## config.mk

```make
export PLATFORM = sky130hd
export DESIGN_NAME = obb_fat_store
export DESIGN_NICKNAME = d
export VERILOG_FILES = /design/src/rtl/core/obb_fat_pkg.sv /design/src/rtl/core/obb_fat_store.sv
export SDC_FILE = /design/constraint.sdc
export NUM_CORES = 1
export LEC_CHECK = 0
export ABC_AREA = 1
export BUFFER_PORTS_ARGS = -buffer_cell sky130_fd_sc_hd__buf_2
export CORE_AREA = 2 2 213 215
export DETAILED_ROUTE_END_ITERATION = 10
export DIE_AREA = 0 0 215 217
export GPL_ROUTABILITY_DRIVEN = 0
export PLACE_DENSITY_LB_ADDON = 0.2
export SYNTH_ARGS = -nofsm -noshare
export SYNTH_HDL_FRONTEND = slang
export SYNTH_SLANG_ARGS = --single-unit
```

## constraint.sdc

```tcl
create_clock -name clk_i -period 4.16 [get_ports clk_i]
set_input_delay 0.624 -clock clk_i [delete_from_list [all_inputs] [get_ports clk_i]]
set_output_delay 0.624 -clock clk_i [all_outputs]
set_load 0.02 [all_outputs]
```

## src/rtl/core/obb_fat_pkg.sv

```systemverilog
// Shared types and constants of the oriented-box face-axis overlap test.
// No dependencies; imported by the vector store and by the top level.
package obb_fat_pkg;

  localparam int SLOT_COUNT = 8;
  localparam int SLOT_W     = 3;
  localparam int AXIS_COUNT = 6;
  localparam int AXIS_W     = 3;

  // Store layout: each box owns a centre slot followed by three half extents.
  localparam logic [SLOT_W-1:0] SLOT_A_CTR = 3'd0;
  localparam logic [SLOT_W-1:0] SLOT_B_CTR = 3'd4;

  // Reported when no face axis separates the boxes.
  localparam logic [AXIS_W-1:0] AXIS_NONE = 3'd6;

  typedef enum logic {
    OP_LOAD = 1'b0,
    OP_TEST = 1'b1
  } obb_fat_op_e;

  // Write request from the command decode into the vector store.
  typedef struct packed {
    logic              wr_en;
    logic [SLOT_W-1:0] slot;
  } obb_fat_wr_t;

endpackage

```

## src/rtl/core/obb_fat_store.sv

```systemverilog
// Eight-entry vector store holding both boxes' centres and half extents.
// Depends on obb_fat_pkg for the slot count and the write request struct.
module obb_fat_store import obb_fat_pkg::*; #(
  parameter int COORD_BITS = 20
) (
  input  logic                         clk_i,
  input  obb_fat_wr_t                  wr_i,
  input  logic signed [COORD_BITS-1:0] wr_x_i,
  input  logic signed [COORD_BITS-1:0] wr_y_i,
  input  logic signed [COORD_BITS-1:0] wr_z_i,
  output logic signed [COORD_BITS-1:0] vec_o [SLOT_COUNT][3]
);

  // Every entry is read at a fixed place, so plain registers serve.
  logic signed [COORD_BITS-1:0] store_q [SLOT_COUNT][3];

  always_ff @(posedge clk_i) begin
    if (wr_i.wr_en) begin
      store_q[wr_i.slot][0] <= wr_x_i;
      store_q[wr_i.slot][1] <= wr_y_i;
      store_q[wr_i.slot][2] <= wr_z_i;
    end
  end

  assign vec_o = store_q;

endmodule

```

==> results_dict.tcl, run 1 <==
set metrics [dict create \
    coreArea_sq_um 44700 \
    finalCritPeriodShare 0.4700 \
    synth-edff-count 480 \
    wl_per_cell_um 23.05 \
    power_density_nw_per_um2 508.2 \
    num_vias 8618 \
    finalCriticalPeriod_ps 1955 \
    setup_viol 0 \
    startpoint "wr_i[3]" \
    yosys-top-cells-area "edfxtp_1 (94%), nor2_1 (4.1%), buf_4 (0.59%)" \
    regArea_sq_um 14410 \
    slew_viol_final 0 \
    rsz0062_at_grt "no" \
    relSlewSlack 0.2857 \
    dr.pass1.iters 4 \
    dieHeight_um 217 \
    initial_utilization 0.3420 \
    path_cells "buf_2 -> inv_1 -> nor2_4 -> buf_12" \
    synth_common_cells "edfxtp_1 (480), nor2_1 (169), inv_1 (24)" \
    final_layout_size_suffix_gt1_frac 0.4798 \
    ir_drop_uv 332.5 \
    p_sw_mw 2.248 \
    ctsHoldBuffers 0 \
    setup_tns_ps 0 \
    htree_levels 2 \
    combPwrFrac 0.054 \
    slowest_delay_ps 820 \
    synth_seq_area_share 0.9429 \
    areaGrowthSynthToFinish_pct 34.10 \
    hold_violations 0 \
    avgSynthCellArea_sq_um 21.93 \
    grt_pass1_vias 8498 \
    dieArea_sq_um 46660 \
    largest_reg_flops 480 \
    synth-seq-cells 480 \
    syn_area_sq_um 15290 \
    diodes 0 \
    p_int_mw 8.171 \
    fmax_ghz 0.5115 \
    seq_power_share 0.528 \
    dp_slack_ps 1586 \
    critical_path_class "in2reg" \
    worst_pin_slew_ps 1071 \
    grt_antenna_before_repair 0 \
    hold_path_end "vec_o[162]" \
    sw_frac_of_total 0.2157 \
    netlist_instances 697 \
    worstSetupStartpointType "input port" \
    cts_setup_buffers 0 \
    layout_setup_ws_ps 2205 \
    async_flop_share 0 \
    antenna_left 0 \
    root_buffer "clkbuf_16" \
    status "finished clean" \
    numClockSinks 480 \
    synth_largest_area_cell "edfxtp_1" \
    cts_tree "yes" \
    slowest_stage "nor2_4" \
    worstPathMaxFanout 38 \
    cts_resized 0 \
    port-buffer-count 544 \
    fp-row-count 78 \
    hold_path_depth 1 \
    crit_cells 4 \
    yosysWarnings 0 \
    timing.max_cap.violations 0 \
    vias_per_cell 4.456 \
    track_usage 0.1853 \
    wl_mm 44.57 \
    p_clk_frac 0.417 \
    clk_pin_slew_worst_paths_ps 60 \
    overflow 0 \
    cpLargestDelayFamily "simple AND/OR/NAND/NOR gates" \
    arrival_ps 2200 \
    critPathCaptureType "flop" \
    synthFlopType "edfxtp_1" \
    hold_class "in2reg" \
    nNetsFinal 1362 \
    hpwl_mm 29.41 \
    yosysMostFrequentCell "edfxtp_1" \
    critPathBufInv 3 \
    route.detailed.drc 0 \
    synth_top_area_frac 0.9429 \
    grt_pass1_wl_mm 61.84 \
    synth.distinct_cells 7 \
    clk_path_buf_depth 3 \
    syn_nets 762 \
    min_from "wr_x_i[2]" \
    drtIter0Drc 544 \
    die_w_um 215 \
    multi_input_area_sq_um 737.0 \
    io_pins 545 \
    grt_max_degree 61 \
    numCtsBuffers 50 \
    p_leak_nw 7.426 \
    fillers 3973 \
    required_ps 4410 \
]
## metal layers
| layer | vias up | wire [um] | global-route usage |
|---|---|---|---|
| met3 | 56 | 4036 | 0.06429 |
| met2 | 401 | 21930 | 0.3054 |
| li1 | 3795 | - | - |
| met5 | - | 0 | 0 |
| met1 | 4366 | 17770 | 0.2344 |
| met4 | 0 | 838 | 0.04989 |
## final cells by class
class / instances / share of cell area
clock buffers: 65 / 0.06690
inverters: 24 / 0.004395
multi-input cells: 177 / 0.03595
flip-flops and latches: 480 / 0.7032
clock inverters: 24 / 0.01099
repair buffers: 564 / 0.1420
well taps: 600 / 0.03662
## how the worst max path moves through the flow
stage / end / slack, ps
2_1_floorplan: vec_o[420] / 170
3_3_place_gp: vec_o[326] / 1630
3_5_place_dp: vec_o[343] / 1590
4_1_cts: vec_o[344] / 2210
5_1_grt: vec_o[355] / 2140
6_report: vec_o[229] / 2200
## cells by family (layout without fill, tap and decap cells)
logic type	after synthesis	in the layout	synth area share
simple gates	177	177	0.04396
flops	480	480	0.9429
buf+inv	40	677	0.01310
## power by group through the flow
stage	clock network [mW]	registers [mW]	logic [mW]
floorplan	0	5.80	0.0859
global placement	0	5.61	0.575
detailed placement	0	5.61	0.578
CTS	4.45	5.51	0.578
global route	4.64	5.52	0.602
finish	4.35	5.51	0.567
## cells in the final DEF (no fill, tap or decap)
master / instances
clkinv_1: 10
inv_6: 1
buf_2: 544
nand2_1: 2
clkinv_2: 6
nor2_1: 161
clkbuf_1: 12
buf_12: 3
nor2_4: 8
clkinv_4: 2
clkbuf_16: 53
inv_1: 24
inv_8: 1
edfxtp_1: 480
buf_4: 17
nand3_1: 5
bufinv_16: 4
nand3_2: 1
## stage by stage
| step | area, sq um | utilization | total power [mW] | hold WS [ps] | cells |
|---|---|---|---|---|---|
| after floorplan | 15290 | - | 5.890 | 722.9 | 697 |
| after global placement | 18900 | 0.4229 | 6.183 | 899.1 | 1845 |
| after detailed placement | 18900 | 0.4229 | 6.186 | 904.7 | 1845 |
| after CTS | 20500 | 0.4586 | 10.54 | 285.9 | 1934 |
| after global routing | 20500 | 0.4586 | 10.76 | 303.0 | 1934 |
| final | 20500 | 0.4586 | 10.42 | 327.6 | 1934 |
(Power assumes the default switching activity.)
==> run 2: changes to the inputs <==
--- a/config.mk
+++ b/config.mk
@@ -5,7 +5,7 @@
 export SDC_FILE = /design/constraint.sdc
 export NUM_CORES = 1
 export LEC_CHECK = 0
-export ABC_AREA = 1
+export ABC_AREA = 0
 export BUFFER_PORTS_ARGS = -buffer_cell sky130_fd_sc_hd__buf_2
 export CORE_AREA = 2 2 213 215
 export DETAILED_ROUTE_END_ITERATION = 10
==> constraint.sdc (replaced) <==
create_clock -name clk_i -period 1.65 [get_ports clk_i]
set_input_delay 0.2475 -clock clk_i [delete_from_list [all_inputs] [get_ports clk_i]]
set_output_delay 0.2475 -clock clk_i [all_outputs]
set_load 0.02 [all_outputs]
==> results_dict.tcl, run 2 <==
set metrics [dict create \
    grt_pass1_wl_mm 67.70 \
    yosysMostFrequentCell "edfxtp_1" \
    avgSynthCellArea_sq_um 23.57 \
    p_leak_nw 7.868 \
    final_common_cell "buf_2" \
    hold_class "in2reg" \
    hpwl_mm 32.68 \
    multi_input_area_sq_um 1882 \
    synthFlopType "edfxtp_1" \
    synth_common_cells "edfxtp_1 (480), and4b_1 (63), and4bb_2 (46)" \
    critical_path_class "reg2out" \
    grt_antenna_before_repair 1 \
    yosysWarnings 0 \
    layout_common_cells "buf_2 (541), edfxtp_1 (480), and4b_1 (60)" \
    synth-edff-count 480 \
    final_layout_size_suffix_gt1_frac 0.5193 \
    numClockSinks 480 \
    dieHeight_um 217 \
    diodes 0 \
    finalPower_mw 26.03 \
    root_buffer "clkbuf_16" \
    synth_top_area_frac 0.8711 \
    grt_pass1_vias 9256 \
    finalCritPeriodShare 0.8860 \
    initial_utilization 0.3702 \
    ir_drop_uv 808.1 \
    hold_violations 0 \
    relSlewSlack 0.6418 \
    arrival_ps 1210 \
    vias_per_cell 4.882 \
    htree_levels 2 \
    slowest_delay_ps 450 \
    required_ps 1400 \
    synth.distinct_cells 13 \
    setup_viol 0 \
    nNetsFinal 1371 \
    port-buffer-count 544 \
    rsz0062_at_grt "no" \
    power_density_nw_per_um2 1178 \
    cts_tree "yes" \
    die_w_um 215 \
    overflow 0 \
    clk_pin_slew_worst_paths_ps 60 \
    critPathBufInv 1 \
    netlist_instances 702 \
    yosys-top-cells-area "edfxtp_1 (87%), and4b_1 (3.8%), and4bb_2 (3.5%)" \
    whs_ps 44.79 \
    fillers 3784 \
    finalCriticalPeriod_ps 1462 \
    synth_seq_area_share 0.8711 \
    critPathCaptureType "output port" \
    clk_path_buf_depth 3 \
    slew_viol_final 0 \
    path_cells "buf_2" \
    coreArea_sq_um 44700 \
    fmax_ghz 0.6840 \
    dieArea_sq_um 46660 \
    io_pins 545 \
    syn_nets 767 \
    areaGrowthSynthToFinish_pct 33.54 \
    grt_max_degree 139 \
    largest_reg_flops 480 \
    route.detailed.drc 0 \
    dr.pass1.iters 4 \
    syn_area_sq_um 16550 \
    num_vias 9501 \
    drtIter0Drc 671 \
    fp-row-count 78 \
    timing.max_cap.violations 0 \
    regArea_sq_um 14410 \
    status "finished clean" \
    antenna_left 0 \
    slowest_stage "edfxtp_1" \
    async_flop_share 0 \
    track_usage 0.2008 \
    wl_per_cell_um 25.05 \
    worstSetupStartpointType "flop" \
    synth-seq-cells 480 \
    wl_mm 48.74 \
    worst_pin_slew_ps 537.3 \
    numCtsBuffers 49 \
    worstPathMaxFanout 1 \
    cpLargestDelayFamily "flip-flops" \
    synth_largest_area_cell "edfxtp_1" \
]
[run 2: cell count changes after synthesis, moves of 21 or more]
cell,delta
and4_1,+21
buf_2,+30
and4bb_2,+46
nor2_1,-169
inv_1,-24
and4b_1,+63
[run 2: area by class of cell]
| type | instances | share of cell area |
|---|---|---|
| well taps | 600 | 0.03398 |
| multi-input cells | 168 | 0.08517 |
| flip-flops and latches | 480 | 0.6524 |
| clock inverters | 28 | 0.01002 |
| clock buffers | 63 | 0.05787 |
| repair buffers | 607 | 0.1606 |
[run 2: worst paths after layout]
| kind | slack, ps | end | depth (start not counted) | startpoint |
|---|---|---|---|---|
| setup / recovery | 190 | vec_o[470] | 1 | vec_o[470] |
| hold / removal | 40 | vec_o[110] | 1 | wr_x_i[10] |
[run 2: cells by family after synthesis]
logic type | Yosys count | share of synthesized area
flops | 480 | 0.8711
buf+inv | 54 | 0.01717
simple gates | 168 | 0.1117
[run 2: stage by stage]
step	setup slack [ps]	instances	TNS [ps]	instance area [sq um]	util
floorplan	-1312	702	-78730	16640	-
global placement	183.7	1817	0	20210	0.4522
detailed placement	174.0	1817	0	20210	0.4522
CTS	148.9	1946	0	22090	0.4943
global route	144.7	1946	0	22090	0.4943
finish	188.1	1946	0	22090	0.4943
[run 2: what timing repair did]
item | 4_1_cts | 5_1_grt
hold endpoints to repair | 287 | 0
setup buffers | 0 | 0
hold buffers | 38 | 0
gates resized for setup | 0 | 0
[run 2: routing by layer]
metal  routed length (um)  GRT usage  up-vias
met2                23180     0.3205      440
met3                 5047    0.08428       74
met4                 1299    0.05977        0
met5                    0          0        -
li1                     -          -     4149
met1                19210     0.2508     4838
[run 2: power breakdown]
part           leakage [nW]  total (mW)  switching, mW  internal [mW]
sequential             4.09        13.9         0.0918           13.8
combinational          3.05        1.76           1.23          0.533
clock                 0.724        10.4           4.55           5.84
total                  7.87        26.0           5.86           20.2
==> run 3: changes to the inputs <==
--- a/config.mk
+++ b/config.mk
@@ -7,9 +7,11 @@
 export LEC_CHECK = 0
 export ABC_AREA = 0
 export BUFFER_PORTS_ARGS = -buffer_cell sky130_fd_sc_hd__buf_2
-export CORE_AREA = 2 2 213 215
+export CELL_PAD_IN_SITES_DETAIL_PLACEMENT = 1
+export CELL_PAD_IN_SITES_GLOBAL_PLACEMENT = 2
+export CORE_MARGIN = 2
+export CORE_UTILIZATION = 33
 export DETAILED_ROUTE_END_ITERATION = 10
-export DIE_AREA = 0 0 215 217
 export GPL_ROUTABILITY_DRIVEN = 0
 export PLACE_DENSITY_LB_ADDON = 0.2
 export SYNTH_ARGS = -nofsm -noshare
==> results_dict.tcl, run 3 (synthesized netlist as in run 2, its figures left out) <==
set metrics [dict create \
    final_layout_size_suffix_gt1_frac 0.5215 \
    grt_antenna_before_repair 5 \
    port-buffer-count 544 \
    wl_per_cell_um 27.49 \
    htree_levels 2 \
    finalCriticalPeriod_ps 1450 \
    cts_resized 0 \
    io_pins 545 \
    overflow 0 \
    critical_path_class "reg2out" \
    worst_pin_slew_ps 470.7 \
    timing.max_cap.violations 0 \
    final_common_cell "buf_2" \
    grt_pass1_wl_mm 77.61 \
    final_util 0.4477 \
    slowest_stage "edfxtp_1" \
    numCtsBuffers 51 \
    worstPathMaxFanout 1 \
    p_int_mw 20.79 \
    vias_per_cell 4.734 \
    dieArea_sq_um 51950 \
    track_usage 0.2091 \
    p_leak_nw 7.945 \
    place_area_sq_um 20340 \
    slowest_delay_ps 410 \
    wl_mm 55.69 \
    fin_area_sq_um 22320 \
    nNetsFinal 1377 \
    finalCritPeriodShare 0.8788 \
    slew_viol_final 0 \
    grt_max_degree 111 \
    regArea_sq_um 14410 \
    status "finished clean" \
    route.detailed.drc 0 \
    p_sw_mw 6.025 \
    die_w_um 227.9 \
    num_vias 9592 \
    clk_pin_slew_worst_paths_ps 60 \
    critPathBufInv 1 \
    relSlewSlack 0.6862 \
    p_clk_frac 0.414 \
    multi_input_area_sq_um 1882 \
    hold_class "in2reg" \
    fillers 4925 \
    worstSetupStartpointType "flop" \
    cts_tree "yes" \
    hpwl_mm 38.58 \
    ir_drop_uv 573.1 \
    hold_violations 0 \
    dr.pass1.iters 4 \
    grt_pass1_vias 9739 \
    largest_reg_flops 480 \
    rsz0062_at_grt "no" \
    setup_viol 0 \
    critPathCaptureType "output port" \
    combPwrFrac 0.068 \
    antenna_left 0 \
    dieHeight_um 227.9 \
    cpLargestDelayFamily "flip-flops" \
    coreArea_sq_um 49860 \
    arrival_ps 1200 \
    root_buffer "clkbuf_16" \
    path_cells "buf_2" \
    drtIter0Drc 611 \
    layout_common_cells "buf_2 (541), edfxtp_1 (480), and4b_1 (60)" \
    fmax_ghz 0.6897 \
    power_density_nw_per_um2 1201 \
    clk_path_buf_depth 3 \
    numClockSinks 480 \
    areaGrowthSynthToFinish_pct 34.92 \
    required_ps 1400 \
    seq_power_share 0.518 \
    sw_frac_of_total 0.2247 \
    fp-row-count 82 \
    initial_utilization 0.3318 \
]
## run 3: cell count changes in the layout (fill, tap and decap cells not counted), sizes merged
| cell | change |
|---|---|
| clkinvlp | -3 |
| bufinv | +3 |
| clkbuf | +1 |
| inv | -4 |
| buf | +5 |
| clkinv | +3 |
| dlygate4sd3 | -1 |
| diode | +4 |
## run 3: routing by layer
metal	track usage	wire length, um
met5	0	16
met4	0.05249	1197
met3	0.09463	6087
met2	0.3507	27350
met1	0.2445	21040
## run 3: what timing repair did
item,in CTS,in global routing
hold endpoints to repair,288,0
setup buffers,0,0
hold buffers,37,0
## run 3: power groups by stage
stage / Sequential [mW] / Clock (mW) / Combinational, mW
floorplan: 14.6 / 0 / 0.392
global placement: 14.1 / 0 / 1.76
detailed placement: 14.2 / 0 / 1.78
CTS: 13.9 / 11.4 / 1.85
global route: 13.9 / 11.8 / 1.92
finish: 13.9 / 11.1 / 1.82
## run 3: worst paths after layout
check | slack, ps | start | endpoint | cells past startpoint
setup / recovery | 200 | vec_o[120] | vec_o[120] | 1
hold / removal | 30 | wr_x_i[18] | vec_o[298] | 1
## run 3: stage by stage
step	total power [mW]	cells	hold slack, ps	setup WS, ps	setup TNS (ps)
after detailed placement	15.93	1894	526.9	77.78	0
after global placement	15.90	1894	522.6	94.53	0
after CTS	27.15	2022	0.05090	140.1	0
after global routing	27.63	2023	12.37	154.0	0
final	26.81	2026	29.09	200.0	0
after floorplan	15.01	702	346.4	-1312	-78730
## run 3: layout make-up
class | instances | area share
Timing Repair Buffer | 611 | 0.1602
Antenna cell | 4 | 0.0004484
Tap cell | 672 | 0.03766
Clock buffer | 64 | 0.05935
Clock inverter | 27 | 0.01239
Multi-Input combinational cell | 168 | 0.08430
Sequential cell | 480 | 0.6457
